`src/hdl/imc_pkg.sv`:
```
// ----------------------------------------------------------------------------
// imc_pkg
// shared word type, action codes and pipeline stage record of the imu filter
// ----------------------------------------------------------------------------
package imc_pkg;

  localparam int WORD_W = 16;
  localparam int AXES   = 3;

  typedef logic signed [WORD_W-1:0] word_t;

  // action codes carried by each input word
  typedef enum logic [1:0] {
    ACT_FILTER = 2'd0,
    ACT_LOAD   = 2'd1,
    ACT_CALIB  = 2'd2
  } action_t;

  // control record that travels down the pipeline next to the lane data
  typedef struct packed {
    logic                         valid;
    logic [1:0]                   action;
    logic [AXES-1:0][WORD_W-1:0]  gyro_load;
  } stage_t;

endpackage

```
`src/hdl/imc_lane.sv`:
```
// ----------------------------------------------------------------------------
// imc_lane
// one channel: history ring, running window sum and mean by reciprocal multiply
// ----------------------------------------------------------------------------
module imc_lane #(
  parameter int  HISTORY_DEPTH = 10,
  localparam int AddrW         = $clog2(HISTORY_DEPTH)
) (
  input  logic               clk,
  input  logic               rst_n,
  input  logic               wr_en,
  input  logic [AddrW-1:0]   wr_addr,
  input  logic [AddrW-1:0]   rd_addr,
  input  logic               old_valid,
  input  imc_pkg::word_t     sample,
  input  logic               mul_en,
  input  logic               mean_en,
  output imc_pkg::word_t     mean
);

  localparam int SumW    = imc_pkg::WORD_W + $clog2(HISTORY_DEPTH);
  localparam int Shift   = SumW + $clog2(HISTORY_DEPTH);
  localparam int RecipW  = SumW + 2;
  localparam longint unsigned RecipFull =
    ((64'd1 << Shift) + HISTORY_DEPTH - 1) / HISTORY_DEPTH;
  localparam logic [RecipW-1:0] Recip = RecipW'(RecipFull);
  localparam int ProdW   = SumW + RecipW;
  localparam int QuotW   = imc_pkg::WORD_W + 1;

  imc_pkg::word_t          ring_mem [HISTORY_DEPTH];
  imc_pkg::word_t          old_q_r;
  imc_pkg::word_t          old_word;
  logic signed [SumW-1:0]  sum_r;
  logic signed [SumW-1:0]  sum_nxt;
  logic [SumW-1:0]         mag;
  logic [ProdW-1:0]        prod_r;
  logic                    neg_r;
  logic [QuotW-1:0]        quot;
  logic [QuotW-1:0]        mean_full;
  imc_pkg::word_t          mean_r;

  assign old_word = old_valid ? old_q_r : '0;

  // drop the oldest word, add the new one
  assign sum_nxt = sum_r
                 - {{(SumW-imc_pkg::WORD_W){old_word[imc_pkg::WORD_W-1]}}, old_word}
                 + {{(SumW-imc_pkg::WORD_W){sample[imc_pkg::WORD_W-1]}}, sample};

  assign mag       = sum_r[SumW-1] ? (~sum_r + 1'b1) : sum_r;
  assign quot      = prod_r[Shift +: QuotW];
  assign mean_full = neg_r ? (~quot + 1'b1) : quot;
  assign mean      = mean_r;

  // ring memory, registered read of the slot about to be overwritten
  always_ff @(posedge clk) begin
    if (wr_en) begin
      ring_mem[wr_addr] <= sample;
    end
    old_q_r <= ring_mem[rd_addr];
  end

  always_ff @(posedge clk) begin
    if (!rst_n) begin
      sum_r <= '0;
    end else if (wr_en) begin
      sum_r <= sum_nxt;
    end
  end

  always_ff @(posedge clk) begin
    if (mul_en) begin
      prod_r <= mag * Recip;
      neg_r  <= sum_r[SumW-1];
    end
    if (mean_en) begin
      mean_r <= mean_full[imc_pkg::WORD_W-1:0];
    end
  end

endmodule

```
`config.mk`:
```
export PLATFORM = sky130hd
export DESIGN_NAME = imc_lane
export DESIGN_NICKNAME = d
export VERILOG_FILES = /design/src/hdl/imc_pkg.sv /design/src/hdl/imc_lane.sv
export SDC_FILE = /design/constraint.sdc
export NUM_CORES = 1
export LEC_CHECK = 0
export BUFFER_PORTS_ARGS = -buffer_cell sky130_fd_sc_hd__buf_2
export CAP_MARGIN = 40
export CORE_MARGIN = 5
export CORE_UTILIZATION = 31
export DETAILED_ROUTE_END_ITERATION = 10
export MAX_ROUTING_LAYER = met4
export SYNTH_ARGS = -nofsm -noshare
export SYNTH_HDL_FRONTEND = slang
export SYNTH_SLANG_ARGS = --single-unit
export TNS_END_PERCENT = 20
```
`constraint.sdc`:
```
create_clock -name clk -period 11.25 [get_ports clk]
set_clock_uncertainty 0.15 [all_clocks]
set_input_delay 3.375 -clock clk [delete_from_list [all_inputs] [get_ports clk]]
set_output_delay 3.375 -clock clk [all_outputs]
set_load 0.02 [all_outputs]
```
Word-level counts from Yosys, hierarchy flattened
Memory sizes are Yosys's and may differ from the RTL's. A register that Yosys moved wholly into a read port is not among the register bits. Cells that the tools add are included.

Register bits after elaboration: 76. Memory bits (writable): 160. Output and inout bits: 16. Word-level logic and storage cells: 17. Memories: 1. Input bits: 30.

Memory list: ring_mem (words 10, width 16, read ports 1, clocked after Yosys merged registers in 1, write ports 1, line imc_lane.sv:30) `imc_pkg::word_t ring_mem [HISTORY_DEPTH];`.

Add/subtract/negate cells: 4. Bitwise operators: 2. Muxes and demuxes: 5. Multipliers: 1.

Operator list (count): $mul 20x20->39 const B (1); $mux 16 (2); $add 20x1->20 const B (1); $add 20x20->20 (1); $mux 20 (1); $not 20->20 (1); $sub 20x20->20 (1); $add 16x1->16 const B (1); $not 16->16 (1); $mux 1 (2).

Depth between registers and ports, before layout
Depth after elaboration: 4. Gate-level depth with buffers: 30. Mapped depth without buffers: 30.

Least setup slack after synthesis
Ideal clock, no wire load.

Kind: reg2reg. Start: register sum_r[6]. End: register prod_r[39], data pin. Period minus slack after synthesis: 7.207 ns. Required time: 10.837 ns. Stages on the path, launching flop included: 30. Setup slack: 4.043 ns. Arrival time: 6.794 ns. Cell sequence: dfxtp_1 -> inv_1 -> nand4_1 -> nor4_1 -> nand2b_1 -> or2_1 -> o31a_1 -> xnor2_1 -> inv_1 -> ha_1 -> fa_1 -> ha_1 -> inv_1 -> fa_1 -> inv_1 -> fa_1 -> fa_1 -> inv_1 -> fa_1 -> inv_1 -> ha_1 -> nand2_1 -> o21ai_1 -> o21ai_0 -> nand3_1 -> a2111oi_4 -> o21a_2 -> o21ai_1 -> o41ai_2 -> xnor2_1.

Word-level cells in the longest chain between the ends: 4.

RTL lines: start: declaration (line imc_lane.sv:33) `logic signed [SumW-1:0] sum_r;`; start signal: assignment (line imc_lane.sv:66) `sum_r <= sum_nxt;`; $not 20->20 (line imc_lane.sv:49) `assign mag = sum_r[SumW-1] ? (~sum_r + 1'b1) : sum_r;`; $add 20x1->20 (line imc_lane.sv:49); $mux 20 * (line imc_lane.sv:49); $mul 20x20->39 * (line imc_lane.sv:72) `prod_r <= mag * Recip;`; end signal: assignment (line imc_lane.sv:72); end: declaration (line imc_lane.sv:36) `logic [ProdW-1:0] prod_r;`.

Every way passes the cells marked *; elsewhere a longest branch is shown, timed or not. A chain may end at the register's enable or synchronous reset.

Worst setup path in the final report
Start: register sum_r[5]. End: register prod_r[39], data pin.

Same word-level chain as after synthesis.

==> metrics.json <==
{
  "yosys": {
    "syn_nets": 1823,
    "synthesized_instance_count": 1426,
    "syn_avg_cell_area_um2": 12.2,
    "yosysSeqAreaShare_pct": 37.5,
    "synth-edff-count": 193,
    "yosys.cell_count.top_type": "sky130_fd_sc_hd__inv_1",
    "asyncSetResetFlopFracSynth_pct": 0,
    "synth-seq-cells": 229,
    "ys.flop_type": "sky130_fd_sc_hd__edfxtp_1",
    "yosysUniqueCellTypes": 61,
    "cell_taking_the_most_area_after_synthesis": "sky130_fd_sc_hd__edfxtp_1",
    "synth_largest_type_area_fraction_pct": 33.4,
    "synth.yosys.warnings": 0,
    "mappedNetlistArea_um2": 17400,
    "post_synth_most_frequent_cells": "281 x sky130_fd_sc_hd__inv_1, 216 x sky130_fd_sc_hd__ha_1, 193 x sky130_fd_sc_hd__edfxtp_1",
    "ys_top_cells_by_area": "sky130_fd_sc_hd__edfxtp_1 33%, sky130_fd_sc_hd__fa_1 17%, sky130_fd_sc_hd__ha_1 16%"
  },
  "grt": {
    "grt_usage_pct": 12.8,
    "largest_net_degree_at_the_start_of_global_routing": 38,
    "wire_length_of_the_first_global_routing_pass_um": 60200,
    "first_global_vias": 10994,
    "antenna_found_initial": 1,
    "remaining_overflow_grt": 0
  },
  "placed_design": {
    "place.gp.congestion": 0.978,
    "placement.setup.worst_slack_ns": 2.86,
    "place_hpwl_um": 29500,
    "placement.io_buffers": 45,
    "post_dp_cell_area_um2": 18600
  },
  "timing": {
    "max_transition_viols_final": 0,
    "finalWorstPathRequiredPeriod_ns": 8.31,
    "post-route-period-util_pct": 73.8,
    "timing_worst_slew_pin_value_ns": 0.882,
    "max_clock_freq_mhz": 120,
    "finalWorstSetupSlack_ns": 2.94,
    "setup-tns-final_ns": 0,
    "grt_setup_unrepaired": "false",
    "final-setup-viol-count": 0,
    "hold_viol_final": 0,
    "slew_headroom_pct": 40.8
  },
  "final_layout": {
    "regArea_um2": 6520,
    "multi_input_area_um2": 9740,
    "areaGrowthSynthToFinish_pct": 11.4,
    "layout.nets": 1882,
    "layout.cell_area.non_filler_um2": 19400,
    "share_of_final_layout_standard_cells_stronger_than_drive_strength_1_pct": 9.51,
    "utilization_pct": 35.0,
    "fill_cells": 5463
  },
  "clock_network": {
    "post_cts_resized": 0,
    "clock_tree.buffer_depth": 3,
    "numCtsBuffers": 25,
    "tritoncts_num_sinks": 229,
    "cts_root_buffer": "sky130_fd_sc_hd__clkbuf_16",
    "cts_tree": "done",
    "cts_post_setup_buffers_inserted": 0,
    "cts.hold.buffers_added": 0,
    "clock_latency_ns": 0.55,
    "cts.reportedPaths.clkPinSlew_ns": 0.06,
    "htreeDepth": 1
  },
  "run_status": {
    "run_status": "completed"
  },
  "routing": {
    "wl_per_cell_um": 16.4,
    "final_antenna_net_count": 0,
    "drt_pre_antenna_iters": 5,
    "via_per_inst": 4.55,
    "drt-total-wl_um": 37000,
    "remaining_drc_errors": 0,
    "dr.first_iter.drc_count": 571,
    "via_count": 10250
  },
  "worst_setup_path": {
    "critical_path.max_fanout": 5,
    "critical_path_arrival_ns": 8.45,
    "critical_path.max_stage_delay_ns": 0.65,
    "worstReg2RegStart": "sum_r[5]$_SDFFE_PN0P_",
    "critical_path_type": "register to register",
    "cp.required_ns": 11.39,
    "cp_slowest_cell": "sky130_fd_sc_hd__xnor2_1",
    "timing.reg2reg.worst_path_depth": 28,
    "worst_setup_path_start_kind": "register",
    "critPathCaptureType": "register",
    "crit_start": "sum_r[5]$_SDFFE_PN0P_",
    "critPathCapture": "prod_r[39]$_DFFE_PP_",
    "crit-reg2reg-capture": "prod_r[39]$_DFFE_PP_",
    "r2r_setup_slack_ns": 2.94,
    "worst_path_most_repeated_cell": "sky130_fd_sc_hd__inv_1"
  },
  "floorplanning": {
    "num_io_pins": 46,
    "initial_core_utilization_pct": 31.4,
    "die-width_um": 247,
    "fp.coreArea_um2": 55300,
    "floorplan.die_area_um2": 60900,
    "floorplan.rows": 86,
    "die_h_um": 247
  },
  "job": {
    "cap_violations": 0
  },
  "min_path": {
    "hold_path.class": "register to register"
  }
}
-- sequential cells by signal, summed over array words and instances, names as in the netlist --
signal and flops:
prod_r 16, sum_r 20, ring_mem 160, mean 16, old_q_r 16, neg_r 1
-- layout by cell type, fill, tap and decap left out, types with 3 or more instances in the layout --
| cell type | Yosys | routed |
|---|---|---|
| sky130_fd_sc_hd__inv_1 | 281 | 281 |
| sky130_fd_sc_hd__ha_1 | 216 | 216 |
| sky130_fd_sc_hd__edfxtp_1 | 193 | 193 |
| sky130_fd_sc_hd__fa_1 | 151 | 151 |
| sky130_fd_sc_hd__xnor2_1 | 65 | 65 |
| sky130_fd_sc_hd__nand2_1 | 50 | 50 |
| sky130_fd_sc_hd__a21oi_1 | 48 | 48 |
| sky130_fd_sc_hd__buf_2 | 1 | 45 |
| sky130_fd_sc_hd__dfxtp_1 | 36 | 36 |
| sky130_fd_sc_hd__mux4_2 | 32 | 32 |
| sky130_fd_sc_hd__nor2_1 | 31 | 31 |
| sky130_fd_sc_hd__nor2b_1 | 30 | 30 |
| sky130_fd_sc_hd__o21ai_0 | 27 | 27 |
| sky130_fd_sc_hd__mux2i_1 | 27 | 27 |
| sky130_fd_sc_hd__clkbuf_16 | 0 | 25 |
| sky130_fd_sc_hd__and2_1 | 23 | 23 |
| sky130_fd_sc_hd__xor2_1 | 19 | 19 |
| sky130_fd_sc_hd__a211oi_1 | 19 | 19 |
| sky130_fd_sc_hd__o21ai_1 | 15 | 15 |
| sky130_fd_sc_hd__nand3_1 | 13 | 13 |
| sky130_fd_sc_hd__a21o_1 | 13 | 13 |
| sky130_fd_sc_hd__o31ai_1 | 12 | 12 |
| sky130_fd_sc_hd__clkbuf_1 | 16 | 12 |
| sky130_fd_sc_hd__buf_4 | 0 | 12 |
| sky130_fd_sc_hd__nand2b_1 | 9 | 9 |
| sky130_fd_sc_hd__nor3_1 | 12 | 7 |
| sky130_fd_sc_hd__nand3b_1 | 7 | 7 |
| sky130_fd_sc_hd__nand4_1 | 6 | 6 |
| sky130_fd_sc_hd__o21a_1 | 6 | 6 |
| sky130_fd_sc_hd__nor3_2 | 1 | 6 |
| sky130_fd_sc_hd__or3_1 | 5 | 5 |
| sky130_fd_sc_hd__and3_1 | 4 | 4 |
| sky130_fd_sc_hd__o211ai_1 | 4 | 4 |
| sky130_fd_sc_hd__o41ai_1 | 3 | 3 |
| sky130_fd_sc_hd__nor3b_1 | 3 | 3 |
| sky130_fd_sc_hd__nor4_2 | 0 | 3 |
| sky130_fd_sc_hd__clkinv_2 | 0 | 3 |
-- critical path, delay by kind of cell, from the launching register on --
kind | cells | cell delay [ns]
buffers and inverters | 6 | 0.44
flip-flops | 1 | 0.34
AO/OA/AOI/OAI | 8 | 1.89
adder cells (fa/ha/maj) | 8 | 3.60
XOR/XNOR | 2 | 0.75
AND/OR/NAND/NOR | 4 | 0.85
-- routing by layer --
metal	global-route usage [%]	part of all wire, %	wire length (µm)	vias to the layer above
met3	2.38	4.3	1600	66
li1	-	-	-	4998
met2	20.9	48	17800	172
met5	-	0	0	-
met1	16.5	45	16600	5014
met4	3.46	2.6	960	0
-- logic make-up after synthesis --
group | count (synthesis) | synth area share (%)
adders and majority gates | 367 | 33.0
buffers and inverters | 308 | 6.66
DFF | 229 | 37.5
and+or+nand+nor | 210 | 6.45
AOI/OAI and AO/OA | 169 | 6.49
xor gates and xnor gates | 84 | 4.23
muxes | 59 | 5.70
-- worst min path at each step --
stage | cells past startpoint | slack (ns) | end | start
after floorplan | 0 | 0.27 | neg_r$_DFFE_PP_ | sum_r[19]$_SDFFE_PN0P_
after global placement | 2 | 0.31 | sum_r[14]$_SDFFE_PN0P_ | sum_r[14]$_SDFFE_PN0P_
after detailed placement | 2 | 0.31 | sum_r[14]$_SDFFE_PN0P_ | sum_r[14]$_SDFFE_PN0P_
after CTS | 2 | 0.32 | sum_r[14]$_SDFFE_PN0P_ | sum_r[14]$_SDFFE_PN0P_
after global routing | 2 | 0.36 | sum_r[14]$_SDFFE_PN0P_ | sum_r[14]$_SDFFE_PN0P_
final | 2 | 0.32 | sum_r[14]$_SDFFE_PN0P_ | sum_r[14]$_SDFFE_PN0P_
-- final cells by class --
type	instances	share of cell area, %
Timing Repair Buffer	58	1.77
Tap cell	748	4.83
Sequential cell	229	33.7
Multi-Input combinational cell	889	50.3
Clock buffer	39	3.61
Clock inverter	7	0.317
Inverter	282	5.47
Antenna cell	1	0.0129
-- per-stage QoR --
stage               instances  hold slack (ns)
CTS                      2252            0.323
detailed placement       2206            0.315
floorplan                1426            0.270
finish                   2253            0.320
global route             2253            0.359
global placement         2205            0.307
Power is not shown: default switching activity piles up to over one toggle a cycle in this logic, so the estimate is an artifact.
